--- config.mk ---
export PLATFORM = sky130hd
export DESIGN_NAME = akf_ram
export DESIGN_NICKNAME = d
export VERILOG_FILES = /design/src/altitude_kalman_filter_3state_macros.svh /design/src/akf_ram.sv
export SDC_FILE = /design/constraint.sdc
export NUM_CORES = 2
export LEC_CHECK = 0
export ABC_AREA = 1
export BUFFER_PORTS_ARGS = -buffer_cell sky130_fd_sc_hd__buf_2
export CAP_MARGIN = 40
export CORE_MARGIN = 10
export CORE_UTILIZATION = 26
export CTS_BUF_LIST = sky130_fd_sc_hd__clkbuf_4
export CTS_CLUSTER_SIZE = 20
export DETAILED_ROUTE_END_ITERATION = 16
export PLACE_DENSITY_LB_ADDON = 0.15
export SYNTH_ARGS = -nofsm -noshare
export SYNTH_HDL_FRONTEND = slang
export SYNTH_SLANG_ARGS = --single-unit
--- constraint.sdc ---
create_clock -name clk -period 3.2 [get_ports clk]
set_input_delay 0.32 -clock clk [delete_from_list [all_inputs] [get_ports clk]]
set_output_delay 0.32 -clock clk [all_outputs]
set_load 0.01 [all_outputs]
--- src/altitude_kalman_filter_3state_macros.svh ---
// assertion macros for the altitude kalman filter
`ifndef ALTITUDE_KALMAN_FILTER_3STATE_MACROS_SVH
`define ALTITUDE_KALMAN_FILTER_3STATE_MACROS_SVH
`ifndef SYNTHESIS
`define AKF_ASSERT(lbl, prop, msg) \
    lbl: assert property (@(posedge clk) disable iff (!rst_n) (prop)) else $error(msg);
`define AKF_ASSERT_NEXT(lbl, pre, post, msg) \
    lbl: assert property (@(posedge clk) disable iff (!rst_n) (pre) |=> (post)) else $error(msg);
`else
`define AKF_ASSERT(lbl, prop, msg)
`define AKF_ASSERT_NEXT(lbl, pre, post, msg)
`endif
`endif

--- src/akf_ram.sv ---
// generic two-read one-write ram with registered reads
`timescale 1ns / 1ps
module akf_ram #(
    parameter int WIDTH = 48,
    parameter int DEPTH = 32
) (
    input  logic                     clk,
    input  logic                     we,
    input  logic [$clog2(DEPTH)-1:0] waddr,
    input  logic [WIDTH-1:0]         wdata,
    input  logic [$clog2(DEPTH)-1:0] raddr_a,
    output logic [WIDTH-1:0]         rdata_a,
    input  logic [$clog2(DEPTH)-1:0] raddr_b,
    output logic [WIDTH-1:0]         rdata_b
);
    logic [WIDTH-1:0] mem [DEPTH];

    always_ff @(posedge clk)
    begin
        if (we)
        begin
            mem[waddr] <= wdata;
        end
        rdata_a <= mem[raddr_a];
        rdata_b <= mem[raddr_b];
    end
endmodule

After elaboration in Yosys (flattened, before gate mapping) --
Memories as Yosys holds them, arrays and structs flattened. A register that Yosys moved wholly into a read port is not among the register bits. Index checks and enable logic that the tools add are counted.
Storage, ports and cells: memories kept 1, logic and storage cells 3, bits in writable memories 1536, output and inout bits 96, bits in registers 0, input bits 65
Cells by class: multiplexer cells 2
Memories:
- mem | depth 32, width 48, read ports 2, clocked after memory_dff 2, wr ports 1, RTL line akf_ram.sv:16 | logic [WIDTH-1:0] mem [DEPTH];
Operator list (count):
- $mux W1 | 2

Logic depth before layout (Yosys ltp) --
word-level depth 2, gate-level depth with buffers 13, depth with buffers taken out 9

Worst setup path before layout --
No wires, ideal clock.
path type input port to flip-flop, start input port waddr[0], end memory mem[8][0], enable pin, data required time 2.746 ns, arrival 2.636 ns, setup slack 0.110 ns, stages 3, setup time 0.454 ns, path buffers 0, path through inv_1 -> nand3_1 -> nor2_1
RTL lines:
- start: declaration | RTL line akf_ram.sv:9 | input logic [$clog2(DEPTH)-1:0] waddr,
- end: declaration | RTL line akf_ram.sv:16
No word-level cell before the write port.

==> flow_metrics.py <==
metrics = {
    "sta": {
        "max_freq_mhz": 322.2,
        "setup_violations": 0,
        "tightest_slew_ns": 0.9350,
        "final-hold-violation-count": 0,
        "post-route-period-util_pct": 96.98,
        "final_max_slew_viol_count": 0,
        "finClkSkew_ns": 0.09518,
        "relSlewSlack_pct": 37.67,
        "tns_ns": 0,
        "final.setup.worst_slack_ns": 0.09675,
        "fin_crit_ns": 3.103,
        "grt_setup_unrepaired": "no",
    },
    "final_layout": {
        "fin_nets": 9405,
        "design_area_um2": 93400,
        "drive_gt1_share_pct": 12.34,
        "syn2layout_area_growth_pct": 16.79,
        "postLayoutCoreUtil_pct": 30.52,
    },
    "worst_hold_path": {
        "hold_depth": 2,
        "hold_class": "input pin to flip-flop",
    },
    "worst_setup_path": {
        "required_ns": 4.46,
        "cp_max_fo": 142,
        "setup.worst_path.class": "input pin to flip-flop",
        "start_kind": "input pin",
        "cp-end-kind": "flip-flop",
        "cp_data_arrival_time_ns": 4.37,
        "r2r_cells": 11,
    },
    "power": {
        "p_per_area_nw_per_um2": 531.6,
        "ir_drop_uv": 234.1,
        "p_leak_nw": 37.06,
    },
    "placed_design": {
        "pre_cts_slack_ns": 0.7661,
        "hpwl_mm": 190.1,
        "dpl_cell_area_um2": 85920,
        "gp_congestion": 0.7981,
        "io_buffers": 160,
    },
    "routing": {
        "drc": 0,
        "wl_mm": 353.2,
        "wl_per_cell_um": 25.56,
        "vias": 69590,
        "drtIter0Drc": 6742,
        "ant_nets": 0,
        "drtPass1Iterations": 7,
        "vias_per_cell": 5.035,
    },
    "logic_synthesis": {
        "yosysTopAreaCell": "edfxtp_1",
        "yosysSeqAreaShare_pct": 60.08,
        "synth_cells": 8973,
        "avgSynthCellArea_um2": 8.912,
        "syn_area_um2": 79970,
        "synth_area_leaders": "edfxtp_1 (58%), nand2_1 (20%), nand3_1 (14%), dfxtp_1 (2.4%), buf_2 (1.5%)",
        "synth-seq-cells": 1632,
        "yosysMostFrequentCell": "nand2_1",
        "ys_warn_count": 0,
        "ys_types": 17,
        "ys_async_sr_fraction_pct": 0,
        "ys.flop_type": "edfxtp_1",
        "synth_common_cells": "nand2_1 (4,320), nand3_1 (2,316), edfxtp_1 (1,536)",
        "syn_nets": 9038,
        "yosysTopAreaCellShare_pct": 57.68,
        "synth_edf_count": 1536,
    },
    "cts": {
        "cts_sinks": 1632,
        "clk-insertion-delay-late_ns": 1.34,
        "cts_resized": 0,
        "cts_tree": "done",
        "h-tree-depth": 5,
        "clkTransAtPathRegs_ns": 0.07,
        "numCtsBuffers": 461,
        "cts.path.max_buffers": 4,
        "postCtsSetupBuffers": 0,
        "root_buffer": "clkbuf_4",
    },
    "floorplan": {
        "row_count": 203,
        "start_util_pct": 26.13,
        "io_pins": 161,
        "die_area_um2": 330200,
        "die_w_um": 574.6,
        "fp.dieH_um": 574.6,
        "core_area_um2": 306100,
    },
    "outcome": {
        "status": "finished, final reports clean",
    },
    "global_route": {
        "grt_use_total_pct": 20.40,
        "globalRouteOverflowTotal": 0,
        "grt_pass1_vias": 68090,
        "grt_max_degree": 143,
        "grt_pass1_wl_mm": 500.5,
        "antenna_found_initial": 23,
    },
    "flow_run": {
        "cap_violations": 0,
    },
}
-- routing by layer --
layer / up-vias / global-route usage (%) / wire length (µm) / part of all wire, %
met4: 22 / 7.692 / 12760 / 3.6
met3: 694 / 3.269 / 24160 / 6.8
met1: 34080 / 26.72 / 149100 / 42
met2: 3328 / 33.88 / 167000 / 47
met5: - / 0 / 138 / 0.039
li1: 31460 / - / - / -
-- area by class of cell --
| cell class | count | area (µm²) |
|---|---|---|
| Antenna cell | 4 | 10.01 |
| Clock buffer | 701 | 5263 |
| Clock inverter | 138 | 701.9 |
| Fill cell | 31840 | 212700 |
| Inverter | 15 | 133.9 |
| Multi-Input combinational cell | 6668 | 28170 |
| Sequential cell | 1632 | 48050 |
| Tap cell | 4100 | 5130 |
| Timing Repair Buffer | 562 | 5944 |
-- where the power goes --
part           internal (W)  switching (W)
Sequential           0.0237       0.000303
Combinational       0.00158        0.00405
Clock                0.0103        0.00965
-- cell usage in the layout, fill, tap and decap left out, drive strengths merged --
cell type	synthesis	layout
clkinv	2	124
nand2	4320	4320
dlygate4sd3	0	133
diode	0	4
clkbuf	118	701
nor2	32	32
buf	540	429
bufinv	0	5
nand3	2316	2316
clkinvlp	0	4
dfxtp	96	96
edfxtp	1536	1536
inv	13	20
-- metrics by stage --
step / cells / total power (W) / hold WS [ns]
CTS: 13810 / 0.05031 / 0.003487
detailed placement: 12840 / 0.02993 / 0.7208
global route: 13820 / 0.05183 / 0.1067
floorplan: 8973 / 0.02740 / 0.4189
global placement: 12830 / 0.02993 / 0.7213
finish: 13820 / 0.04965 / 0.1535
-- cells by family (layout without fill, tap and decap cells) --
kind of cell / after synthesis / after routing / synth area share (%)
buffers and inverters: 673 / 1416 / 5.000
AND/OR/NAND/NOR: 6668 / 6668 / 34.92
flip-flops: 1632 / 1632 / 60.08
other: 0 / 4 / 0
-- worst paths after layout --
check,startpoint,end,slack [ns]
worst max-delay path,raddr_a[0],rdata_a[30],0.1
worst min-delay path,wdata[34],mem[20][34],0.15
worst max register to register,mem[15][18],rdata_b[18],0.29
worst min register to register,mem[6][27],rdata_a[27],0.77
-- flip-flops by register name, summed over array words and instances, names as in the netlist --
| name | count |
|---|---|
| mem | 1536 |
| rdata_b | 48 |
| rdata_a | 48 |
-- critical path, stage by stage --
cell and delay, ns:
dlygate4sd3_1 0.57, buf_8 0.36, buf_12 0.54, nand2_1 0.12, nand3_1 0.12, nand3_1 0.09, nand2_1 0.09, nand2_1 0.04
dlygate4sd3_1 0.58, nand2_1 0.06, dlygate4sd3_1 0.54, nand2_1 0.04, dlygate4sd3_1 0.56, nand2_1 0.06
-- timing repair --
action                                   CTS  global route
hold buffers                             135             0
endpoints found under the setup margin     0             2
hold endpoints to repair                2749             0
No activity file was read; power rests on OpenSTA's default activity.
