[config.mk]
export PLATFORM = sky130hd
export DESIGN_NAME = akf_mul
export DESIGN_NICKNAME = d
export VERILOG_FILES = /design/src/altitude_kalman_filter_3state_macros.svh /design/src/akf_pkg.sv /design/src/akf_mul.sv
export SDC_FILE = /design/constraint.sdc
export NUM_CORES = 2
export LEC_CHECK = 0
export BUFFER_PORTS_ARGS = -buffer_cell sky130_fd_sc_hd__buf_4
export CAP_MARGIN = 20
export CELL_PAD_IN_SITES_DETAIL_PLACEMENT = 1
export CELL_PAD_IN_SITES_GLOBAL_PLACEMENT = 1
export CORE_MARGIN = 1
export CORE_UTILIZATION = 54
export DETAILED_ROUTE_END_ITERATION = 10
export MAX_ROUTING_LAYER = met4
export PLACE_DENSITY = 0.94
export SLEW_MARGIN = 20
export SYNTH_ARGS = -nofsm -noshare
export SYNTH_HDL_FRONTEND = slang
export SYNTH_SLANG_ARGS = --single-unit
[constraint.sdc]
create_clock -name clk -period 25.2 [get_ports clk]
set_input_delay 2.52 -clock clk [delete_from_list [all_inputs] [get_ports clk]]
set_output_delay 2.52 -clock clk [all_outputs]
set_load 0.02 [all_outputs]
[src/altitude_kalman_filter_3state_macros.svh]
// assertion macros for the altitude kalman filter
`ifndef ALTITUDE_KALMAN_FILTER_3STATE_MACROS_SVH
`define ALTITUDE_KALMAN_FILTER_3STATE_MACROS_SVH
`ifndef SYNTHESIS
`define AKF_ASSERT(lbl, prop, msg) \
    lbl: assert property (@(posedge clk) disable iff (!rst_n) (prop)) else $error(msg);
`define AKF_ASSERT_NEXT(lbl, pre, post, msg) \
    lbl: assert property (@(posedge clk) disable iff (!rst_n) (pre) |=> (post)) else $error(msg);
`else
`define AKF_ASSERT(lbl, prop, msg)
`define AKF_ASSERT_NEXT(lbl, pre, post, msg)
`endif
`endif

[src/akf_pkg.sv]
// types, constants and micro-op programs of the altitude kalman filter
`timescale 1ns / 1ps
package akf_pkg;

    typedef logic signed [47:0] q_t;
    typedef logic [4:0]         addr_t;

    localparam q_t QMAX   = 48'sh7FFF_FFFF_FFFF;
    localparam q_t QMIN   = 48'sh8000_0000_0000;
    localparam q_t ONE_Q  = 48'sd16777216;
    localparam q_t BIAS_P0 = 48'sd1677721600000;
    localparam int DIV_STEPS = 50;
    localparam int STATE_WORDS = 12;

    typedef struct packed {
        logic        kind;
        logic [31:0] accel_sample;
        logic [23:0] time_step;
        logic [31:0] measured_altitude;
    } akf_in_t;

    typedef struct packed {
        logic [31:0] altitude_estimate;
        logic [31:0] velocity_estimate;
        logic [31:0] bias_estimate;
    } akf_out_t;

    typedef struct packed {
        logic [1:0]  index;
        logic [31:0] value;
    } akf_cfg_t;

    typedef enum logic [1:0] {
        REG_ALT_NOISE,
        REG_ACCEL_NOISE,
        REG_BIAS_NOISE
    } reg_index_t;

    // state memory map
    localparam addr_t AD_P0 = 5'd0;
    localparam addr_t AD_P1 = 5'd1;
    localparam addr_t AD_P2 = 5'd2;
    localparam addr_t AD_P3 = 5'd3;
    localparam addr_t AD_P4 = 5'd4;
    localparam addr_t AD_P5 = 5'd5;
    localparam addr_t AD_P6 = 5'd6;
    localparam addr_t AD_P7 = 5'd7;
    localparam addr_t AD_P8 = 5'd8;
    localparam addr_t AD_ALT = 5'd9;
    localparam addr_t AD_VEL = 5'd10;
    localparam addr_t AD_BIAS = 5'd11;
    // predict scratch
    localparam addr_t AD_HF = 5'd12;
    localparam addr_t AD_DD = 5'd13;
    localparam addr_t AD_D3 = 5'd14;
    localparam addr_t AD_D4 = 5'd15;
    localparam addr_t AD_ACC = 5'd16;
    localparam addr_t AD_T00 = 5'd17;
    localparam addr_t AD_T01 = 5'd18;
    localparam addr_t AD_T02 = 5'd19;
    localparam addr_t AD_T10 = 5'd20;
    localparam addr_t AD_T11 = 5'd21;
    localparam addr_t AD_T12 = 5'd22;
    // correct scratch
    localparam addr_t AD_INNOV = 5'd12;
    localparam addr_t AD_DEN = 5'd13;
    localparam addr_t AD_S = 5'd14;
    localparam addr_t AD_KZ = 5'd15;
    localparam addr_t AD_KV = 5'd16;
    localparam addr_t AD_KA = 5'd17;
    // operands taken from item and register values
    localparam addr_t EXT_BASE = 5'd24;
    localparam addr_t AD_ZERO = 5'd24;
    localparam addr_t AD_A = 5'd25;
    localparam addr_t AD_DT = 5'd26;
    localparam addr_t AD_QA = 5'd27;
    localparam addr_t AD_BN = 5'd28;
    localparam addr_t AD_RN = 5'd29;
    localparam addr_t AD_Z = 5'd30;

    typedef enum logic [1:0] {
        OP_MUL,
        OP_PASS,
        OP_HALF,
        OP_DIV
    } op_mode_t;

    // dst = sat(x +/- w), w = y*z, y, y/2 or 1/y
    typedef struct packed {
        addr_t    dst;
        addr_t    x;
        addr_t    y;
        addr_t    z;
        op_mode_t mode;
        logic     sub;
        logic     last;
    } uop_t;

    function automatic uop_t mk(addr_t dst, addr_t x, addr_t y, addr_t z,
                                op_mode_t mode, logic sub, logic last);
        uop_t u;
        u.dst  = dst;
        u.x    = x;
        u.y    = y;
        u.z    = z;
        u.mode = mode;
        u.sub  = sub;
        u.last = last;
        return u;
    endfunction

    function automatic uop_t predict_op(logic [4:0] pc);
        uop_t u;
        unique case (pc)
            5'd0:  u = mk(AD_ACC, AD_A, AD_BIAS, AD_ZERO, OP_PASS, 1'b1, 1'b0);
            5'd1:  u = mk(AD_VEL, AD_VEL, AD_ACC, AD_DT, OP_MUL, 1'b0, 1'b0);
            5'd2:  u = mk(AD_ALT, AD_ALT, AD_VEL, AD_DT, OP_MUL, 1'b0, 1'b0);
            5'd3:  u = mk(AD_DD, AD_ZERO, AD_DT, AD_DT, OP_MUL, 1'b0, 1'b0);
            5'd4:  u = mk(AD_HF, AD_ZERO, AD_DD, AD_ZERO, OP_HALF, 1'b0, 1'b0);
            5'd5:  u = mk(AD_D3, AD_ZERO, AD_HF, AD_DT, OP_MUL, 1'b0, 1'b0);
            5'd6:  u = mk(AD_D4, AD_ZERO, AD_HF, AD_HF, OP_MUL, 1'b0, 1'b0);
            5'd7:  u = mk(AD_T00, AD_P0, AD_DT, AD_P3, OP_MUL, 1'b0, 1'b0);
            5'd8:  u = mk(AD_T00, AD_T00, AD_HF, AD_P6, OP_MUL, 1'b1, 1'b0);
            5'd9:  u = mk(AD_T01, AD_P1, AD_DT, AD_P4, OP_MUL, 1'b0, 1'b0);
            5'd10: u = mk(AD_T01, AD_T01, AD_HF, AD_P7, OP_MUL, 1'b1, 1'b0);
            5'd11: u = mk(AD_T02, AD_P2, AD_DT, AD_P5, OP_MUL, 1'b0, 1'b0);
            5'd12: u = mk(AD_T02, AD_T02, AD_HF, AD_P8, OP_MUL, 1'b1, 1'b0);
            5'd13: u = mk(AD_T10, AD_P3, AD_DT, AD_P6, OP_MUL, 1'b1, 1'b0);
            5'd14: u = mk(AD_T11, AD_P4, AD_DT, AD_P7, OP_MUL, 1'b1, 1'b0);
            5'd15: u = mk(AD_T12, AD_P5, AD_DT, AD_P8, OP_MUL, 1'b1, 1'b0);
            5'd16: u = mk(AD_P0, AD_T00, AD_DT, AD_T01, OP_MUL, 1'b0, 1'b0);
            5'd17: u = mk(AD_P0, AD_P0, AD_HF, AD_T02, OP_MUL, 1'b1, 1'b0);
            5'd18: u = mk(AD_P1, AD_T01, AD_DT, AD_T02, OP_MUL, 1'b1, 1'b0);
            5'd19: u = mk(AD_P2, AD_T02, AD_ZERO, AD_ZERO, OP_PASS, 1'b0, 1'b0);
            5'd20: u = mk(AD_P3, AD_T10, AD_DT, AD_T11, OP_MUL, 1'b0, 1'b0);
            5'd21: u = mk(AD_P3, AD_P3, AD_HF, AD_T12, OP_MUL, 1'b1, 1'b0);
            5'd22: u = mk(AD_P4, AD_T11, AD_DT, AD_T12, OP_MUL, 1'b1, 1'b0);
            5'd23: u = mk(AD_P5, AD_T12, AD_ZERO, AD_ZERO, OP_PASS, 1'b0, 1'b0);
            5'd24: u = mk(AD_P6, AD_P6, AD_DT, AD_P7, OP_MUL, 1'b0, 1'b0);
            5'd25: u = mk(AD_P6, AD_P6, AD_HF, AD_P8, OP_MUL, 1'b1, 1'b0);
            5'd26: u = mk(AD_P7, AD_P7, AD_DT, AD_P8, OP_MUL, 1'b1, 1'b0);
            5'd27: u = mk(AD_P0, AD_P0, AD_D4, AD_QA, OP_MUL, 1'b0, 1'b0);
            5'd28: u = mk(AD_P1, AD_P1, AD_D3, AD_QA, OP_MUL, 1'b0, 1'b0);
            5'd29: u = mk(AD_P3, AD_P3, AD_D3, AD_QA, OP_MUL, 1'b0, 1'b0);
            5'd30: u = mk(AD_P4, AD_P4, AD_DD, AD_QA, OP_MUL, 1'b0, 1'b0);
            5'd31: u = mk(AD_P8, AD_P8, AD_BN, AD_ZERO, OP_PASS, 1'b0, 1'b1);
            default: u = mk(AD_P8, AD_P8, AD_BN, AD_ZERO, OP_PASS, 1'b0, 1'b1);
        endcase
        return u;
    endfunction

    function automatic uop_t correct_op(logic [4:0] pc);
        uop_t u;
        unique case (pc)
            5'd0:  u = mk(AD_INNOV, AD_Z, AD_ALT, AD_ZERO, OP_PASS, 1'b1, 1'b0);
            5'd1:  u = mk(AD_DEN, AD_P0, AD_RN, AD_ZERO, OP_PASS, 1'b0, 1'b0);
            5'd2:  u = mk(AD_S, AD_ZERO, AD_DEN, AD_ZERO, OP_DIV, 1'b0, 1'b0);
            5'd3:  u = mk(AD_KZ, AD_ZERO, AD_P0, AD_S, OP_MUL, 1'b0, 1'b0);
            5'd4:  u = mk(AD_KV, AD_ZERO, AD_P3, AD_S, OP_MUL, 1'b0, 1'b0);
            5'd5:  u = mk(AD_KA, AD_ZERO, AD_P6, AD_S, OP_MUL, 1'b0, 1'b0);
            5'd6:  u = mk(AD_ALT, AD_ALT, AD_KZ, AD_INNOV, OP_MUL, 1'b0, 1'b0);
            5'd7:  u = mk(AD_VEL, AD_VEL, AD_KV, AD_INNOV, OP_MUL, 1'b0, 1'b0);
            5'd8:  u = mk(AD_BIAS, AD_BIAS, AD_KA, AD_INNOV, OP_MUL, 1'b0, 1'b0);
            5'd9:  u = mk(AD_P6, AD_P6, AD_KA, AD_P0, OP_MUL, 1'b1, 1'b0);
            5'd10: u = mk(AD_P7, AD_P7, AD_KA, AD_P1, OP_MUL, 1'b1, 1'b0);
            5'd11: u = mk(AD_P8, AD_P8, AD_KA, AD_P2, OP_MUL, 1'b1, 1'b0);
            5'd12: u = mk(AD_P3, AD_P3, AD_KV, AD_P0, OP_MUL, 1'b1, 1'b0);
            5'd13: u = mk(AD_P4, AD_P4, AD_KV, AD_P1, OP_MUL, 1'b1, 1'b0);
            5'd14: u = mk(AD_P5, AD_P5, AD_KV, AD_P2, OP_MUL, 1'b1, 1'b0);
            5'd15: u = mk(AD_P0, AD_P0, AD_KZ, AD_P0, OP_MUL, 1'b1, 1'b0);
            5'd16: u = mk(AD_P1, AD_P1, AD_KZ, AD_P1, OP_MUL, 1'b1, 1'b0);
            5'd17: u = mk(AD_P2, AD_P2, AD_KZ, AD_P2, OP_MUL, 1'b1, 1'b1);
            default: u = mk(AD_P2, AD_P2, AD_KZ, AD_P2, OP_MUL, 1'b1, 1'b1);
        endcase
        return u;
    endfunction

    function automatic q_t sat49(logic signed [48:0] v);
        q_t r;
        if (v > 49'sh0_7FFF_FFFF_FFFF) r = QMAX;
        else if (v < -49'sh0_8000_0000_0000) r = QMIN;
        else r = v[47:0];
        return r;
    endfunction

    // q24.24 to q16.16, rounded and saturated
    function automatic logic [31:0] to_port(q_t x);
        logic signed [48:0] y;
        logic signed [40:0] r;
        logic [31:0] o;
        y = 49'(x) + 49'sd128;
        r = 41'(y >>> 8);
        if (r > 41'sd2147483647) o = 32'h7FFF_FFFF;
        else if (r < -41'sd2147483648) o = 32'h8000_0000;
        else o = r[31:0];
        return o;
    endfunction

endpackage

[src/akf_mul.sv]
// q24.24 multiplier, rounded and saturated, one 24x24 product per cycle
`timescale 1ns / 1ps
module akf_mul import akf_pkg::*; (
    input  logic clk,
    input  logic rst_n,
    input  logic start,
    input  q_t   a,
    input  q_t   b,
    output logic done,
    output q_t   product
);
    logic [2:0]  cnt_reg;
    logic [47:0] ua_reg, ub_reg;
    logic        neg_reg, hsat_reg, done_reg;
    logic [22:0] hh_reg;
    logic [49:0] acc_reg;
    q_t          product_reg;
    logic [23:0] opx, opy;
    logic [47:0] pp;
    logic [50:0] m;
    logic [48:0] pr;

    always_comb
    begin
        unique case (cnt_reg)
            3'd1:    begin opx = ua_reg[47:24]; opy = ub_reg[47:24]; end
            3'd2:    begin opx = ua_reg[47:24]; opy = ub_reg[23:0];  end
            3'd3:    begin opx = ua_reg[23:0];  opy = ub_reg[47:24]; end
            default: begin opx = ua_reg[23:0];  opy = ub_reg[23:0];  end
        endcase
        pp = 48'(opx) * 48'(opy);
        pr = 49'(pp) + 49'h80_0000;
        m = {4'b0, hh_reg, 24'b0} + 51'(acc_reg);
        if (hsat_reg || m > 51'h1_0000_0000_0000)
        begin
            m = 51'h1_0000_0000_0000;
        end
    end

    always_ff @(posedge clk or negedge rst_n)
    begin
        if (!rst_n)
        begin
            cnt_reg  <= '0;
            done_reg <= 1'b0;
        end
        else
        begin
            done_reg <= 1'b0;
            if (start)
            begin
                ua_reg  <= a[47] ? 48'(-a) : 48'(a);
                ub_reg  <= b[47] ? 48'(-b) : 48'(b);
                neg_reg <= a[47] ^ b[47];
                cnt_reg <= 3'd1;
            end
            else if (cnt_reg != 3'd0)
            begin
                unique case (cnt_reg)
                    3'd1:
                    begin
                        hsat_reg <= (pp[47:23] != '0);
                        hh_reg   <= pp[22:0];
                    end
                    3'd2: acc_reg <= 50'(pp);
                    3'd3: acc_reg <= acc_reg + 50'(pp);
                    3'd4: acc_reg <= acc_reg + 50'(pr[48:24]);
                    default:
                    begin
                        if (neg_reg)
                            product_reg <= (m >= 51'h8000_0000_0000) ? QMIN : -q_t'(m[47:0]);
                        else
                            product_reg <= (m >= 51'h8000_0000_0000) ? QMAX : q_t'(m[47:0]);
                        done_reg <= 1'b1;
                    end
                endcase
                cnt_reg <= (cnt_reg == 3'd5) ? 3'd0 : cnt_reg + 3'd1;
            end
        end
    end

    assign done    = done_reg;
    assign product = product_reg;
endmodule

== Word-level counts from Yosys, hierarchy flattened ==
Cells that the tools add are included.

* Bitwise operators: 3
* Reductions and logical operators: 12
* Order comparisons: 2
* Multiply operators: 1
* Equality and inequality tests: 5
* Add/sub/neg operators: 8
* Multiplexer cells: 15

{| class="wikitable"
|+ Operators by type and width
! kind !! number
|-
| case mux 50 bit (3 select lines) || 1
|-
| two-way mux 48 bit || 3
|-
| negation 48 bit || 3
|-
| two-way mux 47 bit || 2
|-
| adder 47 x 50 -> 51 bit || 1
|-
| >= comparator 51 x 48 -> 1 bit (second input constant) || 1
|-
| greater-than comparator 51 x 49 -> 1 bit (second input constant) || 1
|-
| two-way mux 51 bit || 1
|-
| adder 50 x 25 -> 50 bit || 1
|-
| adder 50 x 48 -> 50 bit || 1
|-
| adder 48 x 24 -> 49 bit (second input constant) || 1
|-
| multiplier 24 x 24 -> 48 bit || 1
|-
| two-way mux 24 bit || 2
|-
| nonzero test 25 bit || 1
|-
| AND reduction 4 bit || 3
|-
| two-way mux 3 bit || 3
|-
| equality test 3 x 2 -> 1 bit (second input constant) || 2
|-
| equality test 3 bit (second input constant) || 2
|-
| nonzero test 3 bit || 2
|-
| OR reduction 2 bit || 2
|-
| OR reduction 4 bit || 1
|-
| adder 3 x 1 -> 3 bit (second input constant) || 1
|-
| equality test 3 x 1 -> 1 bit (second input constant) || 1
|-
| two-way mux 1 bit || 3
|-
| 5 further kinds || 6
|}

* Register bits: 223
* Input port bits: 99
* Logic and storage cells: 57
* Output and inout port bits: 49

== Logic depth before layout (Yosys ltp) ==
* Depth in word-level cells: 7
* Gate-level depth with buffers: 51
* Gate-level depth less buffers: 45

== Worst setup path after synthesis ==
OpenSTA, ideal clock, no wires.

* Path type: reg-to-reg
* From: reg cnt_reg[1]
* To: reg acc_reg[43], data pin
* Clock period less this slack: 12.655 ns
* Buffers on the path: 6
* Library setup time: 0.256 ns
* Slack: 12.545 ns
* Cell stages (with the launch flop): 47
* Arrival time: 12.399 ns
* Required time: 24.944 ns
* Cell sequence: dfrtp_1 -> clkbuf_1 -> and2_1 -> ha_1 -> nor2b_1 -> clkbuf_1 -> clkbuf_1 -> clkbuf_1 -> mux2i_1 -> clkbuf_1 -> nor2_1 -> fa_1 -> inv_1 -> fa_1 -> inv_1 -> fa_1 -> fa_1 -> fa_1 -> [11 not listed] -> xor2_1 -> nand3_1 -> or4_1 -> nor4_1 -> mux2i_1 -> nand2_1 -> ha_1 -> a2111oi_0 -> o31ai_1 -> and2_1 -> a31oi_1 -> o21ai_0 -> a21oi_1 -> o211a_1 -> o21ai_0 -> a31o_2 -> or2_2 -> a31o_2

* Cells in the longest elaborated chain, start to end: 7
* Elaborated cells between the ends (all ways): 13
* Classes of those cells: add/sub: 3; mul: 1; eq/ne: 4; mux: 3; reduce/logical: 2

{| class="wikitable"
|+ RTL lines
! item !! RTL line !! source
|-
| from (decl) || akf_mul.sv:12 || <nowiki>logic [2:0] cnt_reg;</nowiki>
|-
| from (signal assigned) || akf_mul.sv:77 || <nowiki>cnt_reg <= (cnt_reg == 3'd5) ? 3'd0 : cnt_reg + 3'd1;</nowiki>
|-
| equality test 3 x 2 -> 1 bit / equality test 3 x 1 -> 1 bit (equally long branches) || akf_mul.sv:25, akf_mul.sv:59 ||
|-
| OR reduction 2 bit (no source line) || - ||
|-
| two-way mux 24 bit || akf_mul.sv:25 || <nowiki>unique case (cnt_reg)</nowiki>
|-
| multiplier 24 x 24 -> 48 bit || akf_mul.sv:31 || <nowiki>pp = 48'(opx) * 48'(opy);</nowiki>
|-
| adder 48 x 24 -> 49 bit || akf_mul.sv:32 || <nowiki>pr = 49'(pp) + 49'h80_0000;</nowiki>
|-
| adder 50 x 25 -> 50 bit || akf_mul.sv:67 || <nowiki>3'd4: acc_reg <= acc_reg + 50'(pr[48:24]);</nowiki>
|-
| case mux 50 bit (3 select lines) * || akf_mul.sv:59 || <nowiki>unique case (cnt_reg)</nowiki>
|-
| to (signal assigned) || akf_mul.sv:65 || <nowiki>3'd2: acc_reg <= 50'(pp);</nowiki>
|-
| to (signal assigned) || akf_mul.sv:66 || <nowiki>3'd3: acc_reg <= acc_reg + 50'(pp);</nowiki>
|-
| to (signal assigned) || akf_mul.sv:67 ||
|-
| to (decl) || akf_mul.sv:16 || <nowiki>logic [49:0] acc_reg;</nowiki>
|}

Every way passes the cells marked *; elsewhere a longest branch is shown, timed or not.
A chain may end at the register's enable or synchronous reset.

== Final worst setup path ==
Ends and elaborated chain as after synthesis.

==> impl_metrics.yaml <==
timing:
  hold-worst-slack_ns: 0.618
  max_freq_mhz: 65.8
  finClkSkew_ns: 0.0306
  rsz0062_at_grt: "false"
  slew-limit-headroom_pct: 23.0
  fin_crit_sh_pct: 60.3
  finalHoldViolations: 0
  fin_tns_setup_ns: 0
  tightest_slew_ns: 1.13
  min_period_ns: 15.21
  maxSlewViolCount: 0
  finalSetupViolCount: 0
detailed_routing:
  drt_pre_antenna_iters: 6
  wire_per_inst_um: 30.8
  drc_errors: 0
  vias: 33200
  vias_per_cell: 6.76
  wl_mm: 151
  first_iter_violations: 3499
  ant_nets: 0
hold_path:
  hp-start: "cnt_reg[0]$_DFFE_PN0P_"
  min_path_type: "register to register"
  holdPathEnd: "cnt_reg[0]$_DFFE_PN0P_"
  worst_hold_path.num_cells: 1
clock_tree:
  cts_tree: "yes"
  insertion_delay_ns: 0.59
  ctsRootBufferMaster: "clkbuf_16"
  clk_pin_slew_ns: 0.06
  ctsResizeCount: 0
  h-tree-depth: 1
  cts_buffer_depth: 3
  cts_made_buffers: 26
  cts_hold_buf: 0
  post_cts.repair.setup_buffers: 0
  clock_sinks: 223
cells_and_area:
  largest_register_ffs: 50
  final_cell_mix: "604 x inv_1, 484 x fa_1, 462 x nand2_1"
  nets: 4856
  syn2layout_area_growth_pct: 8.42
  drive_above_1_share_pct: 8.86
  layout_commonest_cell: "inv_1"
  fin_cells: 4907
grt:
  grt_max_degree: 67
  antenna_found_initial: 9
  grt_usage_pct: 47.4
  first_global_vias: 37000
  grt_pass1_wl_mm: 229
  overflow: 0
synth:
  synthCells: 3962
  syn_area_um2: 35500
  ys_types: 94
  yosys-top-cells-area: "fa_1 27%, edfxtp_1 19%, ha_1 8.9%"
  syn_nets: 4798
  synth_seq_cells: 223
  yosysTopAreaCellShare_pct: 27.3
  synth_edf_count: 219
  synth_warnings: 0
  synth-main-ff-cell: "edfxtp_1"
  synth_area_leader_cell: "fa_1"
  ys_seq_area_share_pct: 18.8
  async_reset_ff_share_pct: 1.79
  synth.avg_cell_area_um2: 8.95
critical_path:
  max_stage_delay_ns: 0.85
  crit_required_ns: 25.53
  critPathKind: "register to register"
  arrival_ns: 15.54
  rr_startpoint: "cnt_reg[1]$_DFFE_PN0P_"
  critPathMaxFanout: 48
  reg2reg_to: "acc_reg[43]$_DFFE_PP_"
  end_kind: "register"
  start_kind: "register"
  path_common_cell: "fa_1"
  reg2reg_depth: 41
  crit_slowest_cell: "mux2_1"
  r2r_setup_slack_ns: 9.99
run:
  maxCapViolations: 0
floorplanning:
  boundaryPins: 148
  die_y_um: 258
  core_region_area_um2: 64700
  rows: 93
  fp.dieW_um: 258
  die_area_um2: 66700
  initial_utilization_pct: 54.8
placed_design:
  io_buffers: 147
  placedCellCount: 4847
  hpwl_mm: 106
  gp_congestion: 0.983
run_status:
  outcome: "completed"
==> how the worst max path moves through the flow <==
stage | start | to | slack (ns)
CTS | cnt_reg[1]$_DFFE_PN0P_ | acc_reg[47]$_DFFE_PP_ | 10.27
detailed placement | cnt_reg[1]$_DFFE_PN0P_ | acc_reg[43]$_DFFE_PP_ | 10.59
finish | cnt_reg[1]$_DFFE_PN0P_ | acc_reg[43]$_DFFE_PP_ | 9.99
floorplan | cnt_reg[1]$_DFFE_PN0P_ | acc_reg[43]$_DFFE_PP_ | 12.55
global placement | cnt_reg[1]$_DFFE_PN0P_ | acc_reg[43]$_DFFE_PP_ | 11.00
global route | cnt_reg[1]$_DFFE_PN0P_ | acc_reg[47]$_DFFE_PP_ | 9.42
==> Yosys cell counts, types with 43 or more instances <==
library cell and number:
fa_1 484, xor2_1 55, mux2i_1 53, o21ai_0 165, nor3_1 52, edfxtp_1 219
ha_1 253, nor2_1 400, inv_1 604, clkbuf_1 151, o31ai_1 45, a21o_1 44
a21oi_1 195, nand3_1 52, xnor2_1 176, mux2_2 43, nand2_1 463
==> routing by layer <==
layer  routed length (µm)  GRT usage (%)
met5                    0              -
met4                15600           38.9
met3                17400           17.4
met2                68900           72.8
met1                49100           48.6
==> logic make-up after synthesis <==
| logic type | synth area share, % |
|---|---|
| buffers and inverters | 8.26 |
| xor gates and xnor gates | 5.70 |
| DFF | 18.8 |
| AOI/OAI and AO/OA | 11.9 |
| adders and majority gates | 36.2 |
| and+or+nand+nor | 16.1 |
| muxes | 3.05 |
==> worst max-delay path: cells and delay by family (launching register included) <==
family          cells  cell delay, ns
fa+ha+maj          10            5.31
simple gates       10            3.20
flops               1            0.51
xor+xnor            2            0.84
mux                 1            0.85
buf+inv             5            0.91
compound gates     13            3.25
==> area by class of cell <==
| class | instances | area [µm²] |
|---|---|---|
| antenna | 13 | 32.5 |
| fill | 7495 | 26200 |
| clock buffer | 28 | 658 |
| tap | 855 | 1070 |
| multi-input combinational | 2967 | 26000 |
| sequential | 223 | 6680 |
| inverter | 605 | 2270 |
| timing repair buffer | 197 | 1480 |
| clock inverter | 19 | 246 |
==> stage by stage <==
| stage | utilization [%] | cell area, µm² | setup WS (ns) |
|---|---|---|---|
| 6_report | 59.4 | 38500 | 9.99 |
| 5_1_grt | 59.4 | 38500 | 9.42 |
| 4_1_cts | 59.3 | 38400 | 10.27 |
| 3_5_place_dp | 57.9 | 37500 | 10.59 |
| 3_3_place_gp | 57.9 | 37500 | 11.00 |
| 2_1_floorplan | - | 35500 | 12.55 |
Power is not shown: default switching activity piles up to over one toggle a cycle in this logic, so the estimate is an artifact.
