<file path="config.mk">
export PLATFORM = sky130hd
export DESIGN_NAME = akf_div
export DESIGN_NICKNAME = d
export VERILOG_FILES = /design/src/altitude_kalman_filter_3state_macros.svh /design/src/akf_pkg.sv /design/src/akf_div.sv
export SDC_FILE = /design/constraint.sdc
export NUM_CORES = 1
export LEC_CHECK = 0
export BUFFER_PORTS_ARGS = -buffer_cell sky130_fd_sc_hd__clkbuf_2
export CORE_MARGIN = 2
export CORE_UTILIZATION = 66
export CTS_CLUSTER_DIAMETER = 50
export DETAILED_ROUTE_END_ITERATION = 6
export GPL_TIMING_DRIVEN = 1
export PLACE_DENSITY = 0.93
export SLEW_MARGIN = 25
export SYNTH_ARGS = -nofsm -noshare
export SYNTH_HDL_FRONTEND = slang
export SYNTH_SLANG_ARGS = --single-unit
</file>
<file path="constraint.sdc">
create_clock -name clk -period 9.6 [get_ports clk]
set_input_delay 0.48 -clock clk [delete_from_list [all_inputs] [get_ports clk]]
set_output_delay 0.48 -clock clk [all_outputs]
set_load 0.1 [all_outputs]
</file>
<file path="src/altitude_kalman_filter_3state_macros.svh">
// assertion macros for the altitude kalman filter
`ifndef ALTITUDE_KALMAN_FILTER_3STATE_MACROS_SVH
`define ALTITUDE_KALMAN_FILTER_3STATE_MACROS_SVH
`ifndef SYNTHESIS
`define AKF_ASSERT(lbl, prop, msg) \
    lbl: assert property (@(posedge clk) disable iff (!rst_n) (prop)) else $error(msg);
`define AKF_ASSERT_NEXT(lbl, pre, post, msg) \
    lbl: assert property (@(posedge clk) disable iff (!rst_n) (pre) |=> (post)) else $error(msg);
`else
`define AKF_ASSERT(lbl, prop, msg)
`define AKF_ASSERT_NEXT(lbl, pre, post, msg)
`endif
`endif

</file>
<file path="src/akf_pkg.sv">
// types, constants and micro-op programs of the altitude kalman filter
`timescale 1ns / 1ps
package akf_pkg;

    typedef logic signed [47:0] q_t;
    typedef logic [4:0]         addr_t;

    localparam q_t QMAX   = 48'sh7FFF_FFFF_FFFF;
    localparam q_t QMIN   = 48'sh8000_0000_0000;
    localparam q_t ONE_Q  = 48'sd16777216;
    localparam q_t BIAS_P0 = 48'sd1677721600000;
    localparam int DIV_STEPS = 50;
    localparam int STATE_WORDS = 12;

    typedef struct packed {
        logic        kind;
        logic [31:0] accel_sample;
        logic [23:0] time_step;
        logic [31:0] measured_altitude;
    } akf_in_t;

    typedef struct packed {
        logic [31:0] altitude_estimate;
        logic [31:0] velocity_estimate;
        logic [31:0] bias_estimate;
    } akf_out_t;

    typedef struct packed {
        logic [1:0]  index;
        logic [31:0] value;
    } akf_cfg_t;

    typedef enum logic [1:0] {
        REG_ALT_NOISE,
        REG_ACCEL_NOISE,
        REG_BIAS_NOISE
    } reg_index_t;

    // state memory map
    localparam addr_t AD_P0 = 5'd0;
    localparam addr_t AD_P1 = 5'd1;
    localparam addr_t AD_P2 = 5'd2;
    localparam addr_t AD_P3 = 5'd3;
    localparam addr_t AD_P4 = 5'd4;
    localparam addr_t AD_P5 = 5'd5;
    localparam addr_t AD_P6 = 5'd6;
    localparam addr_t AD_P7 = 5'd7;
    localparam addr_t AD_P8 = 5'd8;
    localparam addr_t AD_ALT = 5'd9;
    localparam addr_t AD_VEL = 5'd10;
    localparam addr_t AD_BIAS = 5'd11;
    // predict scratch
    localparam addr_t AD_HF = 5'd12;
    localparam addr_t AD_DD = 5'd13;
    localparam addr_t AD_D3 = 5'd14;
    localparam addr_t AD_D4 = 5'd15;
    localparam addr_t AD_ACC = 5'd16;
    localparam addr_t AD_T00 = 5'd17;
    localparam addr_t AD_T01 = 5'd18;
    localparam addr_t AD_T02 = 5'd19;
    localparam addr_t AD_T10 = 5'd20;
    localparam addr_t AD_T11 = 5'd21;
    localparam addr_t AD_T12 = 5'd22;
    // correct scratch
    localparam addr_t AD_INNOV = 5'd12;
    localparam addr_t AD_DEN = 5'd13;
    localparam addr_t AD_S = 5'd14;
    localparam addr_t AD_KZ = 5'd15;
    localparam addr_t AD_KV = 5'd16;
    localparam addr_t AD_KA = 5'd17;
    // operands taken from item and register values
    localparam addr_t EXT_BASE = 5'd24;
    localparam addr_t AD_ZERO = 5'd24;
    localparam addr_t AD_A = 5'd25;
    localparam addr_t AD_DT = 5'd26;
    localparam addr_t AD_QA = 5'd27;
    localparam addr_t AD_BN = 5'd28;
    localparam addr_t AD_RN = 5'd29;
    localparam addr_t AD_Z = 5'd30;

    typedef enum logic [1:0] {
        OP_MUL,
        OP_PASS,
        OP_HALF,
        OP_DIV
    } op_mode_t;

    // dst = sat(x +/- w), w = y*z, y, y/2 or 1/y
    typedef struct packed {
        addr_t    dst;
        addr_t    x;
        addr_t    y;
        addr_t    z;
        op_mode_t mode;
        logic     sub;
        logic     last;
    } uop_t;

    function automatic uop_t mk(addr_t dst, addr_t x, addr_t y, addr_t z,
                                op_mode_t mode, logic sub, logic last);
        uop_t u;
        u.dst  = dst;
        u.x    = x;
        u.y    = y;
        u.z    = z;
        u.mode = mode;
        u.sub  = sub;
        u.last = last;
        return u;
    endfunction

    function automatic uop_t predict_op(logic [4:0] pc);
        uop_t u;
        unique case (pc)
            5'd0:  u = mk(AD_ACC, AD_A, AD_BIAS, AD_ZERO, OP_PASS, 1'b1, 1'b0);
            5'd1:  u = mk(AD_VEL, AD_VEL, AD_ACC, AD_DT, OP_MUL, 1'b0, 1'b0);
            5'd2:  u = mk(AD_ALT, AD_ALT, AD_VEL, AD_DT, OP_MUL, 1'b0, 1'b0);
            5'd3:  u = mk(AD_DD, AD_ZERO, AD_DT, AD_DT, OP_MUL, 1'b0, 1'b0);
            5'd4:  u = mk(AD_HF, AD_ZERO, AD_DD, AD_ZERO, OP_HALF, 1'b0, 1'b0);
            5'd5:  u = mk(AD_D3, AD_ZERO, AD_HF, AD_DT, OP_MUL, 1'b0, 1'b0);
            5'd6:  u = mk(AD_D4, AD_ZERO, AD_HF, AD_HF, OP_MUL, 1'b0, 1'b0);
            5'd7:  u = mk(AD_T00, AD_P0, AD_DT, AD_P3, OP_MUL, 1'b0, 1'b0);
            5'd8:  u = mk(AD_T00, AD_T00, AD_HF, AD_P6, OP_MUL, 1'b1, 1'b0);
            5'd9:  u = mk(AD_T01, AD_P1, AD_DT, AD_P4, OP_MUL, 1'b0, 1'b0);
            5'd10: u = mk(AD_T01, AD_T01, AD_HF, AD_P7, OP_MUL, 1'b1, 1'b0);
            5'd11: u = mk(AD_T02, AD_P2, AD_DT, AD_P5, OP_MUL, 1'b0, 1'b0);
            5'd12: u = mk(AD_T02, AD_T02, AD_HF, AD_P8, OP_MUL, 1'b1, 1'b0);
            5'd13: u = mk(AD_T10, AD_P3, AD_DT, AD_P6, OP_MUL, 1'b1, 1'b0);
            5'd14: u = mk(AD_T11, AD_P4, AD_DT, AD_P7, OP_MUL, 1'b1, 1'b0);
            5'd15: u = mk(AD_T12, AD_P5, AD_DT, AD_P8, OP_MUL, 1'b1, 1'b0);
            5'd16: u = mk(AD_P0, AD_T00, AD_DT, AD_T01, OP_MUL, 1'b0, 1'b0);
            5'd17: u = mk(AD_P0, AD_P0, AD_HF, AD_T02, OP_MUL, 1'b1, 1'b0);
            5'd18: u = mk(AD_P1, AD_T01, AD_DT, AD_T02, OP_MUL, 1'b1, 1'b0);
            5'd19: u = mk(AD_P2, AD_T02, AD_ZERO, AD_ZERO, OP_PASS, 1'b0, 1'b0);
            5'd20: u = mk(AD_P3, AD_T10, AD_DT, AD_T11, OP_MUL, 1'b0, 1'b0);
            5'd21: u = mk(AD_P3, AD_P3, AD_HF, AD_T12, OP_MUL, 1'b1, 1'b0);
            5'd22: u = mk(AD_P4, AD_T11, AD_DT, AD_T12, OP_MUL, 1'b1, 1'b0);
            5'd23: u = mk(AD_P5, AD_T12, AD_ZERO, AD_ZERO, OP_PASS, 1'b0, 1'b0);
            5'd24: u = mk(AD_P6, AD_P6, AD_DT, AD_P7, OP_MUL, 1'b0, 1'b0);
            5'd25: u = mk(AD_P6, AD_P6, AD_HF, AD_P8, OP_MUL, 1'b1, 1'b0);
            5'd26: u = mk(AD_P7, AD_P7, AD_DT, AD_P8, OP_MUL, 1'b1, 1'b0);
            5'd27: u = mk(AD_P0, AD_P0, AD_D4, AD_QA, OP_MUL, 1'b0, 1'b0);
            5'd28: u = mk(AD_P1, AD_P1, AD_D3, AD_QA, OP_MUL, 1'b0, 1'b0);
            5'd29: u = mk(AD_P3, AD_P3, AD_D3, AD_QA, OP_MUL, 1'b0, 1'b0);
            5'd30: u = mk(AD_P4, AD_P4, AD_DD, AD_QA, OP_MUL, 1'b0, 1'b0);
            5'd31: u = mk(AD_P8, AD_P8, AD_BN, AD_ZERO, OP_PASS, 1'b0, 1'b1);
            default: u = mk(AD_P8, AD_P8, AD_BN, AD_ZERO, OP_PASS, 1'b0, 1'b1);
        endcase
        return u;
    endfunction

    function automatic uop_t correct_op(logic [4:0] pc);
        uop_t u;
        unique case (pc)
            5'd0:  u = mk(AD_INNOV, AD_Z, AD_ALT, AD_ZERO, OP_PASS, 1'b1, 1'b0);
            5'd1:  u = mk(AD_DEN, AD_P0, AD_RN, AD_ZERO, OP_PASS, 1'b0, 1'b0);
            5'd2:  u = mk(AD_S, AD_ZERO, AD_DEN, AD_ZERO, OP_DIV, 1'b0, 1'b0);
            5'd3:  u = mk(AD_KZ, AD_ZERO, AD_P0, AD_S, OP_MUL, 1'b0, 1'b0);
            5'd4:  u = mk(AD_KV, AD_ZERO, AD_P3, AD_S, OP_MUL, 1'b0, 1'b0);
            5'd5:  u = mk(AD_KA, AD_ZERO, AD_P6, AD_S, OP_MUL, 1'b0, 1'b0);
            5'd6:  u = mk(AD_ALT, AD_ALT, AD_KZ, AD_INNOV, OP_MUL, 1'b0, 1'b0);
            5'd7:  u = mk(AD_VEL, AD_VEL, AD_KV, AD_INNOV, OP_MUL, 1'b0, 1'b0);
            5'd8:  u = mk(AD_BIAS, AD_BIAS, AD_KA, AD_INNOV, OP_MUL, 1'b0, 1'b0);
            5'd9:  u = mk(AD_P6, AD_P6, AD_KA, AD_P0, OP_MUL, 1'b1, 1'b0);
            5'd10: u = mk(AD_P7, AD_P7, AD_KA, AD_P1, OP_MUL, 1'b1, 1'b0);
            5'd11: u = mk(AD_P8, AD_P8, AD_KA, AD_P2, OP_MUL, 1'b1, 1'b0);
            5'd12: u = mk(AD_P3, AD_P3, AD_KV, AD_P0, OP_MUL, 1'b1, 1'b0);
            5'd13: u = mk(AD_P4, AD_P4, AD_KV, AD_P1, OP_MUL, 1'b1, 1'b0);
            5'd14: u = mk(AD_P5, AD_P5, AD_KV, AD_P2, OP_MUL, 1'b1, 1'b0);
            5'd15: u = mk(AD_P0, AD_P0, AD_KZ, AD_P0, OP_MUL, 1'b1, 1'b0);
            5'd16: u = mk(AD_P1, AD_P1, AD_KZ, AD_P1, OP_MUL, 1'b1, 1'b0);
            5'd17: u = mk(AD_P2, AD_P2, AD_KZ, AD_P2, OP_MUL, 1'b1, 1'b1);
            default: u = mk(AD_P2, AD_P2, AD_KZ, AD_P2, OP_MUL, 1'b1, 1'b1);
        endcase
        return u;
    endfunction

    function automatic q_t sat49(logic signed [48:0] v);
        q_t r;
        if (v > 49'sh0_7FFF_FFFF_FFFF) r = QMAX;
        else if (v < -49'sh0_8000_0000_0000) r = QMIN;
        else r = v[47:0];
        return r;
    endfunction

    // q24.24 to q16.16, rounded and saturated
    function automatic logic [31:0] to_port(q_t x);
        logic signed [48:0] y;
        logic signed [40:0] r;
        logic [31:0] o;
        y = 49'(x) + 49'sd128;
        r = 41'(y >>> 8);
        if (r > 41'sd2147483647) o = 32'h7FFF_FFFF;
        else if (r < -41'sd2147483648) o = 32'h8000_0000;
        else o = r[31:0];
        return o;
    endfunction

endpackage

</file>
<file path="src/akf_div.sv">
// reciprocal 2^48/d rounded, one quotient bit per cycle
`timescale 1ns / 1ps
module akf_div import akf_pkg::*; (
    input  logic clk,
    input  logic rst_n,
    input  logic start,
    input  q_t   den,
    output logic done,
    output q_t   quotient
);
    localparam int CW = $clog2(DIV_STEPS + 1);

    logic [CW-1:0] cnt_reg;
    logic [47:0]   d_reg, rem_reg;
    logic [49:0]   num_reg, q_reg;
    logic          done_reg;
    q_t            quotient_reg;
    logic [48:0]   trial;
    logic          ge;
    logic [49:0]   qn;

    always_comb
    begin
        trial = {rem_reg, num_reg[49]};
        ge    = trial >= {1'b0, d_reg};
        qn    = {q_reg[48:0], ge};
    end

    always_ff @(posedge clk or negedge rst_n)
    begin
        if (!rst_n)
        begin
            cnt_reg  <= '0;
            done_reg <= 1'b0;
        end
        else
        begin
            done_reg <= 1'b0;
            if (start)
            begin
                d_reg   <= den;
                rem_reg <= '0;
                q_reg   <= '0;
                num_reg <= {2'b01, 48'b0} + 50'(den[47:1]);
                cnt_reg <= CW'(DIV_STEPS);
            end
            else if (cnt_reg != '0)
            begin
                rem_reg <= ge ? 48'(trial - 49'(d_reg)) : trial[47:0];
                q_reg   <= qn;
                num_reg <= {num_reg[48:0], 1'b0};
                cnt_reg <= cnt_reg - 1'b1;
                if (cnt_reg == CW'(1))
                begin
                    quotient_reg <= (qn > 50'(QMAX)) ? QMAX : qn[47:0];
                    done_reg     <= 1'b1;
                end
            end
        end
    end

    assign done     = done_reg;
    assign quotient = quotient_reg;
endmodule

</file>
== Word level (Yosys, flattened, before mapping) ==
Cells that the tools add are included.
Word-level totals
  register bits after elaboration: 251
  input bits: 51
  output and inout bits: 49
  word-level logic and storage cells: 29
Operators by class
  add/subtract/negate cells: 3
  $lt $le $gt $ge: 2
  equal/unequal tests: 1
  mux-type cells: 10
  bitwise gates (word level): 1
  reductions and logical operators: 5
Operators by type and width (count)
  two-way mux 50 bit: 3
  two-way mux 48 bit: 2
  adder 49 x 50 -> 50 bit (first input constant): 1
  greater-than comparator 50 x 47 -> 1 bit (second input constant): 1
  >= comparator 49 x 48 -> 1 bit: 1
  subtractor 48 bit: 1
  two-way mux 6 bit: 2
  equality test 6 x 1 -> 1 bit (second input constant): 1
  nonzero test 6 bit: 1
  subtractor 6 x 1 -> 6 bit (second input constant): 1
  AND reduction 2 bit: 2
  AND reduction 4 bit: 1
  two-way mux 1 bit: 3
  nonzero test 2 bit: 1
  inverter 1 bit: 1

== Depth between registers and ports, before layout ==
Gate-level depths: netlist of the first run.
  depth after elaboration: 4
  mapped depth: 15
  depth with buffers taken out: 13

== Worst setup path after synthesis of the first run ==
OpenSTA, ideal clock, no wires.
  path kind: register to register
  start point: register cnt_reg[0]
  end point: register num_reg[0] (enable)
  setup time: 464 ps
  arrival: 3424 ps
  required time: 9136 ps
  path slack: 5713 ps
  cell stages (with the launch flop): 8
  buffers on the path: 1
  clock period less this slack: 3887 ps
  path through: dfrtp_1 > inv_1 > ha_1 > nor3b_1 > nand2_1 > buf_4 > nor2_1 > nor2b_1
Between the ends
  longest elaborated chain between the ends: 3
RTL lines
  start: declaration: RTL line akf_div.sv:13  | logic [CW-1:0] cnt_reg;
  start signal: assignment: RTL line akf_div.sv:45  | cnt_reg <= CW'(DIV_STEPS);
  start signal: assignment: RTL line akf_div.sv:52  | cnt_reg <= cnt_reg - 1'b1;
  nonzero test 6 bit: RTL line akf_div.sv:47  | else if (cnt_reg != '0)
  nonzero test 2 bit (no line)
  AND reduction 2 bit (no line)
  end signal: assignment: RTL line akf_div.sv:44  | num_reg <= {2'b01, 48'b0} + 50'(den[47:1]);
  end signal: assignment: RTL line akf_div.sv:51  | num_reg <= {num_reg[48:0], 1'b0};
  end: declaration: RTL line akf_div.sv:15  | logic [49:0] num_reg, q_reg;
No other way between the ends.
A chain may end at the register's enable or synchronous reset.

== Worst setup path in the final report of the first run ==
  start point: register rem_reg[7]
  end point: register rem_reg[5], data pin
Between the ends
  longest elaborated chain between the ends: 3
RTL lines
  start: declaration: RTL line akf_div.sv:14  | logic [47:0] d_reg, rem_reg;
  start signal: assignment: RTL line akf_div.sv:49  | rem_reg <= ge ? 48'(trial - 49'(d_reg)) : trial[47:0];
  >= comparator 49 x 48 -> 1 bit: RTL line akf_div.sv:25  | ge = trial >= {1'b0, d_reg};
  two-way mux 48 bit: RTL line akf_div.sv:49
  two-way mux 48 bit: RTL line akf_div.sv:47
No other way between the ends.

==> impl_results.md, run 1 <==
* Finished Cell Area at 14830 sq um
* Ys Warns at 0
* Most frequent cells in the layout: 243 x edfxtp_1, 151 x nand2_1, 114 x a21oi_1
* DP HPWL at 18.57 mm
* Wire per inst at 17.77 um
* Die Wd at 146.4 um
* Fin crit share at 0.4453
* CTS root buf: clkbuf_16
* Hold path depth at 1
* Post-CTS Hold Buffers at 0
* GRT Util Overall at 0.2628
* F_max at 233.9 MHz
* Reg2reg start: rem_reg[7]
* Via density at 6.082
* Hold path startpoint: den[0]
* Total gr overflow at 0
* Number of buffers added on ports at 99
* ANT nets after route at 0
* Worst slack at placement at 5.487 ns
* Synth Register Bits at 250
* Post-route setup slack at 5.325 ns
* Drt first-iter violations at 738
* TNS Setup at 0 ns
* R2R Setup Slk at 5.33 ns
* Via count at 9610
* Async set or reset register ratio after synthesis at 0.02800
* Final Hold Slack at 0.1236 ns
* Antenna cells at 0
* Skew final at 0.01806 ns
* RSZ-0062 raised after global routing: no
* Core area at 20040 sq um
* Cell count after synthesis at 1228
* CP Class: reg2reg
* Worst hold path class: in2reg
* Top_reg_cell synth: edfxtp_1
* Worst-path clk slew at 0.06 ns
* Critical path arrival at 4.55 ns
* Max reg flops at 50
* Status: completed
* Final net count at 1393
* CTS Buf Count at 27
* Hold endpoint: d_reg[0]
* Most common library cell in the layout ignoring fill and taps: edfxtp_1
* Boundary Pins at 100
* Reg2Reg Depth at 12
* Hold Vio Cnt, Final at 0
* Number of max-cap violations at 0
* DRT Wirelength at 28.07 mm
* Yosys cell types at 68
* Layout cell share with drive strength beyond 1 at 0.1695
* Cells along the critical path: ha_1 > a21oi_1 > nor2_1 > a2111oi_4 > o311ai_1 > o21ai_2 > o21ai_2 > a21boi_4 > buf_4 > nor2_1 > a211oi_1 > nor3_1
* Pin count of the biggest net entering global routing at 72
* Mapped cell area at 13390 sq um
* Clock Tree Buf Depth at 3
* Rows at 52
* Sequential cell area fraction in the yosys report at 0.5581
* Min Tclk post-route at 4.275 ns
* Post-synthesis area per instance at 10.90 sq um
* GP Congestion at 0.9301
* WP data required at 9.87 ns
* Post-CTS Setup Inserts at 0
* Post_cts resized at 0
* P&R area growth vs syn at 10.79%
* DR DRC count at 0
* P per Cell Area at 202.0 nW/um^2
* CP max-delay cell: a21boi_4
* Initial antenna violation count at 0
* Max-slew violation count at 0
* CTS tree: yes
* # setup viols final at 0
* FF-to-FF End: rem_reg[5]
* Critical path endpoint category: flop
* Worst-Margin Slew at 0.8838 ns
* Starting Density at 0.6681
* EDFF count, synth at 243
* Post-synthesis net count at 1331
* Pre-Repair DR Iteration Count at 5
* Crit Path Max Fanout at 53
* Slew HR at 0.4108
* Chip height at 146.4 um
* Leakage at 5.759 nW
* Post-layout util at 0.7403
* First-pass GRT wire length at 45.80 mm
* TritonCTS Sinks at 250
* Clk_lat worst skew at 0.54 ns
* Number of global-route vias before repair at 9188
* H-tree depth at 1
* DP Area at 13980 sq um
* CP Launch Type: flop
* Die ar. at 21440 sq um
* Max VDD drop at 226.8 uV
* Critical Path Max Stage Delay at 0.68 ns
==> cell families (layout without fill, tap and decap cells) <==
group | count (synthesis) | in the layout | synth area share
AOI/OAI and AO/OA | 289 | 289 | 0.1420
xor gates and xnor gates | 41 | 41 | 0.02682
adders and majority gates | 52 | 52 | 0.04915
buffers and inverters | 143 | 225 | 0.04495
DFF | 250 | 250 | 0.5581
muxes | 51 | 51 | 0.04243
other | 1 | 1 | 0.0002801
and+or+nand+nor | 401 | 401 | 0.1363
==> cell usage after synthesis (4+ instances only) <==
| cell type | n | area share |
|---|---|---|
| nand4_1 | 15 | 0.0070 |
| o31ai_1 | 5 | 0.0028 |
| o21a_1 | 4 | 0.0022 |
| mux2_2 | 46 | 0.039 |
| a31oi_1 | 7 | 0.0033 |
| o21bai_1 | 14 | 0.0078 |
| buf_1 | 5 | 0.0014 |
| mux2i_1 | 5 | 0.0037 |
| inv_1 | 68 | 0.019 |
| xnor2_1 | 31 | 0.020 |
| xor2_1 | 10 | 0.0065 |
| dfrtp_1 | 7 | 0.013 |
| and2_1 | 7 | 0.0033 |
| buf_4 | 10 | 0.0056 |
| edfxtp_1 | 243 | 0.54 |
| and3_1 | 6 | 0.0028 |
| o21ai_0 | 36 | 0.013 |
| nor2_1 | 103 | 0.029 |
| nand2_1 | 152 | 0.043 |
| ha_1 | 51 | 0.048 |
| a211oi_1 | 47 | 0.026 |
| a21oi_2 | 4 | 0.0026 |
| a21oi_1 | 114 | 0.043 |
| nor2b_1 | 7 | 0.0033 |
| clkbuf_1 | 43 | 0.012 |
| a21o_1 | 18 | 0.010 |
| buf_2 | 14 | 0.0052 |
| nand3_1 | 12 | 0.0045 |
| nand2b_1 | 48 | 0.022 |
| nor3_1 | 37 | 0.014 |
==> worst max path at each step <==
| stage | start | endpoint | slack (ns) | cells past startpoint |
|---|---|---|---|---|
| 3_5_place_dp | rem_reg[7] | rem_reg[15] | 5.49 | 12 |
| 3_3_place_gp | rem_reg[7] | rem_reg[7] | 5.65 | 12 |
| 2_1_floorplan | cnt_reg[0] | num_reg[0] | 5.71 | 7 |
| 6_report | rem_reg[7] | rem_reg[5] | 5.33 | 12 |
| 5_1_grt | rem_reg[7] | rem_reg[5] | 5.06 | 12 |
| 4_1_cts | rem_reg[7] | rem_reg[5] | 5.39 | 12 |
==> final cells by class <==
cell class,instances,area [sq um]
clock buffers,29,683.2
clock inverters,20,165.2
inverters,68,255.2
flip-flops and latches,250,7472
fillers,1332,5205
repair buffers,108,580.6
multi-input cells,835,5340
well taps,270,337.8
==> stage by stage <==
step | cells | power (mW)
floorplan | 1228 | 1.865
global placement | 1530 | 1.983
detailed placement | 1531 | 2.008
CTS | 1580 | 3.000
global route | 1580 | 3.121
finish | 1580 | 2.996
==> layer usage <==
| layer | wire [um] | track usage | up-vias |
|---|---|---|---|
| li1 | - | - | 4583 |
| met1 | 11960 | 0.3697 | 4558 |
| met2 | 13320 | 0.4325 | 409 |
| met3 | 2001 | 0.03750 | 60 |
| met4 | 796 | 0.07864 | 0 |
| met5 | 0 | 0 | - |
==> worst max-delay path, delay by kind of cell, from the launching register on <==
| family | cells | cell delay [ns] |
|---|---|---|
| AO/OA/AOI/OAI | 7 | 2.25 |
| buffers and inverters | 1 | 0.61 |
| flip-flops | 1 | 0.42 |
| adder cells (fa/ha/maj) | 1 | 0.38 |
| AND/OR/NAND/NOR | 3 | 0.30 |
==> report_power, final <==
group | internal (mW) | total [mW] | leakage, nW | switching, mW
Clock | 0.552 | 0.991 | 0.406 | 0.439
Combinational | 0.265 | 0.659 | 2.92 | 0.394
Sequential | 1.30 | 1.35 | 2.43 | 0.0497
Total | 2.11 | 3.00 | 5.76 | 0.883
No activity file was read; power rests on OpenSTA's default activity.
==> run 2: changes to the inputs <==
--- a/config.mk
+++ b/config.mk
@@ -7,11 +7,11 @@
 export LEC_CHECK = 0
 export BUFFER_PORTS_ARGS = -buffer_cell sky130_fd_sc_hd__clkbuf_2
 export CORE_MARGIN = 2
-export CORE_UTILIZATION = 66
+export CORE_UTILIZATION = 61
 export CTS_CLUSTER_DIAMETER = 50
 export DETAILED_ROUTE_END_ITERATION = 6
 export GPL_TIMING_DRIVEN = 1
-export PLACE_DENSITY = 0.93
+export PLACE_DENSITY = 0.88
 export SLEW_MARGIN = 25
 export SYNTH_ARGS = -nofsm -noshare
 export SYNTH_HDL_FRONTEND = slang
==> constraint.sdc (replaced) <==
create_clock -name clk -period 4.2 [get_ports clk]
set_input_delay 0.21 -clock clk [delete_from_list [all_inputs] [get_ports clk]]
set_output_delay 0.21 -clock clk [all_outputs]
set_load 0.1 [all_outputs]
==> run 2 against run 1 <==
Clock skew is 0.0022 ns lower. First-iteration DRC count is 15% higher. Combinational power is 140% higher. Largest power group unchanged. Highest routed layer unchanged.
==> impl_results.md, run 2 (synthesis gave the netlist of run 1 again) <==
* Max reg flops at 50 (unchanged)
* TNS Setup at 0 ns (unchanged)
* Starting Density at 0.6173 (-0.05080)
* DRT Wirelength at 30.03 mm (+7.0%)
* Clk_lat worst skew at 0.54 ns (about the same)
* Total gr overflow at 0 (unchanged)
* GRT Util Overall at 0.2581 (-0.004706)
* Max VDD drop at 427.3 uV (+88%)
* Status: completed
* DR DRC count at 0 (unchanged)
* Critical Path Max Stage Delay at 0.40 ns (-0.28 ns)
* Via density at 6.010 (-1.2%)
* CTS tree: yes
* Die ar. at 23150 sq um (+8.0%)
* P&R area growth vs syn at 15.18%
* CP max-delay cell: edfxtp_1
* GP Congestion at 0.9460 (+1.7%)
* Post_cts resized at 0 (unchanged)
* P per Cell Area at 457.8 nW/um^2 (+130%)
* Worst slack at placement at 0.8214 ns (-4.666 ns)
* Skew final at 0.01587 ns (-0.002194 ns)
* CP Launch Type: flop
* Via count at 9868 (+2.7%)
* Most frequent cells in the layout: 243 x edfxtp_1, 151 x nand2_1, 114 x a21oi_1
* Cells along the critical path: inv_1 > ha_1 > a21oi_1 > o21ai_0 > nor2_1 > o311ai_1 > o21ai_2 > o21ai_2 > a21boi_4 > buf_12 > nor2_1 > a211oi_1 > nor3_1
* # setup viols final at 0 (unchanged)
* Clock Tree Buf Depth at 3 (unchanged)
* Final net count at 1444 (+3.7%)
* Wire per inst at 18.29 um (+2.9%)
* RSZ-0062 raised after global routing: no
* Top Usage Layer GRT: met2
* Critical path arrival at 3.88 ns (-0.67 ns)
* Pin count of the biggest net entering global routing at 87 (+21%)
* Rows at 54 (+3.8%)
* Worst-Margin Slew at 0.9886 ns (+0.1048 ns)
* Final Hold Slack at 0.1844 ns (+0.06079 ns)
* DP HPWL at 18.57 mm (about the same)
* WP data required at 4.45 ns (-5.42 ns)
* Most common library cell in the layout ignoring fill and taps: edfxtp_1
* Hold Vio Cnt, Final at 0 (unchanged)
* Antenna cells at 0 (unchanged)
* Chip height at 152.2 um (+3.9%)
* Core area at 21690 sq um (+8.2%)
* Pre-Repair DR Iteration Count at 6 (+1)
* Post-route setup slack at 0.5716 ns (-4.754 ns)
* Number of buffers added on ports at 99 (unchanged)
* ANT nets after route at 0 (unchanged)
* Die Wd at 152.2 um (+3.9%)
* Worst hold path class: in2reg
* CTS Buf Count at 27 (unchanged)
* Critical path endpoint category: flop
* Fin crit share at 0.8639 (+0.4186)
* Placed Cells at 1543 (+0.78%)
* Post-CTS Setup Inserts at 0 (unchanged)
* Boundary Pins at 100 (unchanged)
* Min Tclk post-route at 3.628 ns (-0.6462 ns)
* Met2 usage at 0.4387 (+0.006106)
* Leakage at 6.022 nW (+4.6%)
* Non-Filler Instances at 1642 (+3.9%)
* CP Class: reg2reg
* Crit Path Max Fanout at 80 (+51%)
* Initial antenna violation count at 0 (unchanged)
* Max-slew violation count at 0 (unchanged)
* Worst-path clk slew at 0.06 ns (about the same)
* Slew HR at 0.3409 (-0.06987)
* CTS root buf: clkbuf_16
* GR Util met1 at 0.3407 (-0.02898)
* Layout cell share with drive strength beyond 1 at 0.1659 (-0.003533)
* Post-layout util at 0.7110 (-0.02923)
* TritonCTS Sinks at 250 (unchanged)
* H-tree depth at 1 (unchanged)
* Drt first-iter violations at 849 (+15%)
* Number of max-cap violations at 0 (unchanged)
* Met3 global-route usage at 0.03470 (-0.002801)
* F_max at 275.6 MHz (+18%)
* Number of global-route vias before repair at 9827 (+7.0%)
* First-pass GRT wire length at 49.09 mm (+7.2%)
==> run 2: timing repair <==
item / CTS / global route
hold buffers: 49 / 0
endpoints found under the setup margin: 0 / 0
endpoints found under the hold margin: 73 / 0
==> run 2: worst paths after layout <==
path / endpoint / slack (ns) / cells after the start / from
worst max-delay path: rem_reg[6] / 0.57 / 13 / d_reg[20]
max in group asynchronous: cnt_reg[4] / 3.61 / 2 / rst_n
min in group asynchronous: cnt_reg[2] / 0.23 / 2 / rst_n
worst max register to register: rem_reg[6] / 0.57 / 13 / d_reg[20]
worst min register to register: cnt_reg[4] / 0.55 / 1 / cnt_reg[4]
worst min-delay path: q_reg[33] / 0.18 / 1 / rst_n
==> run 2: area by class of cell <==
cell class	count	area (sq um)
clock inverter	19	211.5
inverter	68	255.2
timing repair buffer	159	1099
sequential	250	7472
tap	280	350.3
fill	1487	6267
multi-input combinational	835	5343
clock buffer	31	690.7
==> run 2: layer usage <==
layer	up-vias	part of all wire
met3	88	0.066
li1	4681	-
met1	4669	0.41
met2	430	0.49
met5	-	0
met4	0	0.033
==> run 2: power by group <==
part	internal (mW)	switching (mW)	leakage, nW
logic	0.643	0.924	3.14
registers	2.96	0.116	2.43
clock network	1.39	1.02	0.450
total	5.00	2.06	6.02
==> run 2: stage by stage <==
stage | cell area (sq um) | total power [mW]
6_report | 15420 | 7.060
4_1_cts | 15420 | 7.039
3_5_place_dp | 14030 | 4.599
2_1_floorplan | 13390 | 4.262
5_1_grt | 15420 | 7.367
3_3_place_gp | 14020 | 4.554
==> run 2: worst max-delay path: cells and delay by family (launching register included) <==
| family | cells | cell delay [ns] |
|---|---|---|
| compound gates | 7 | 1.67 |
| buf+inv | 2 | 0.41 |
| simple gates | 3 | 0.41 |
| flops | 1 | 0.40 |
| fa+ha+maj | 1 | 0.40 |
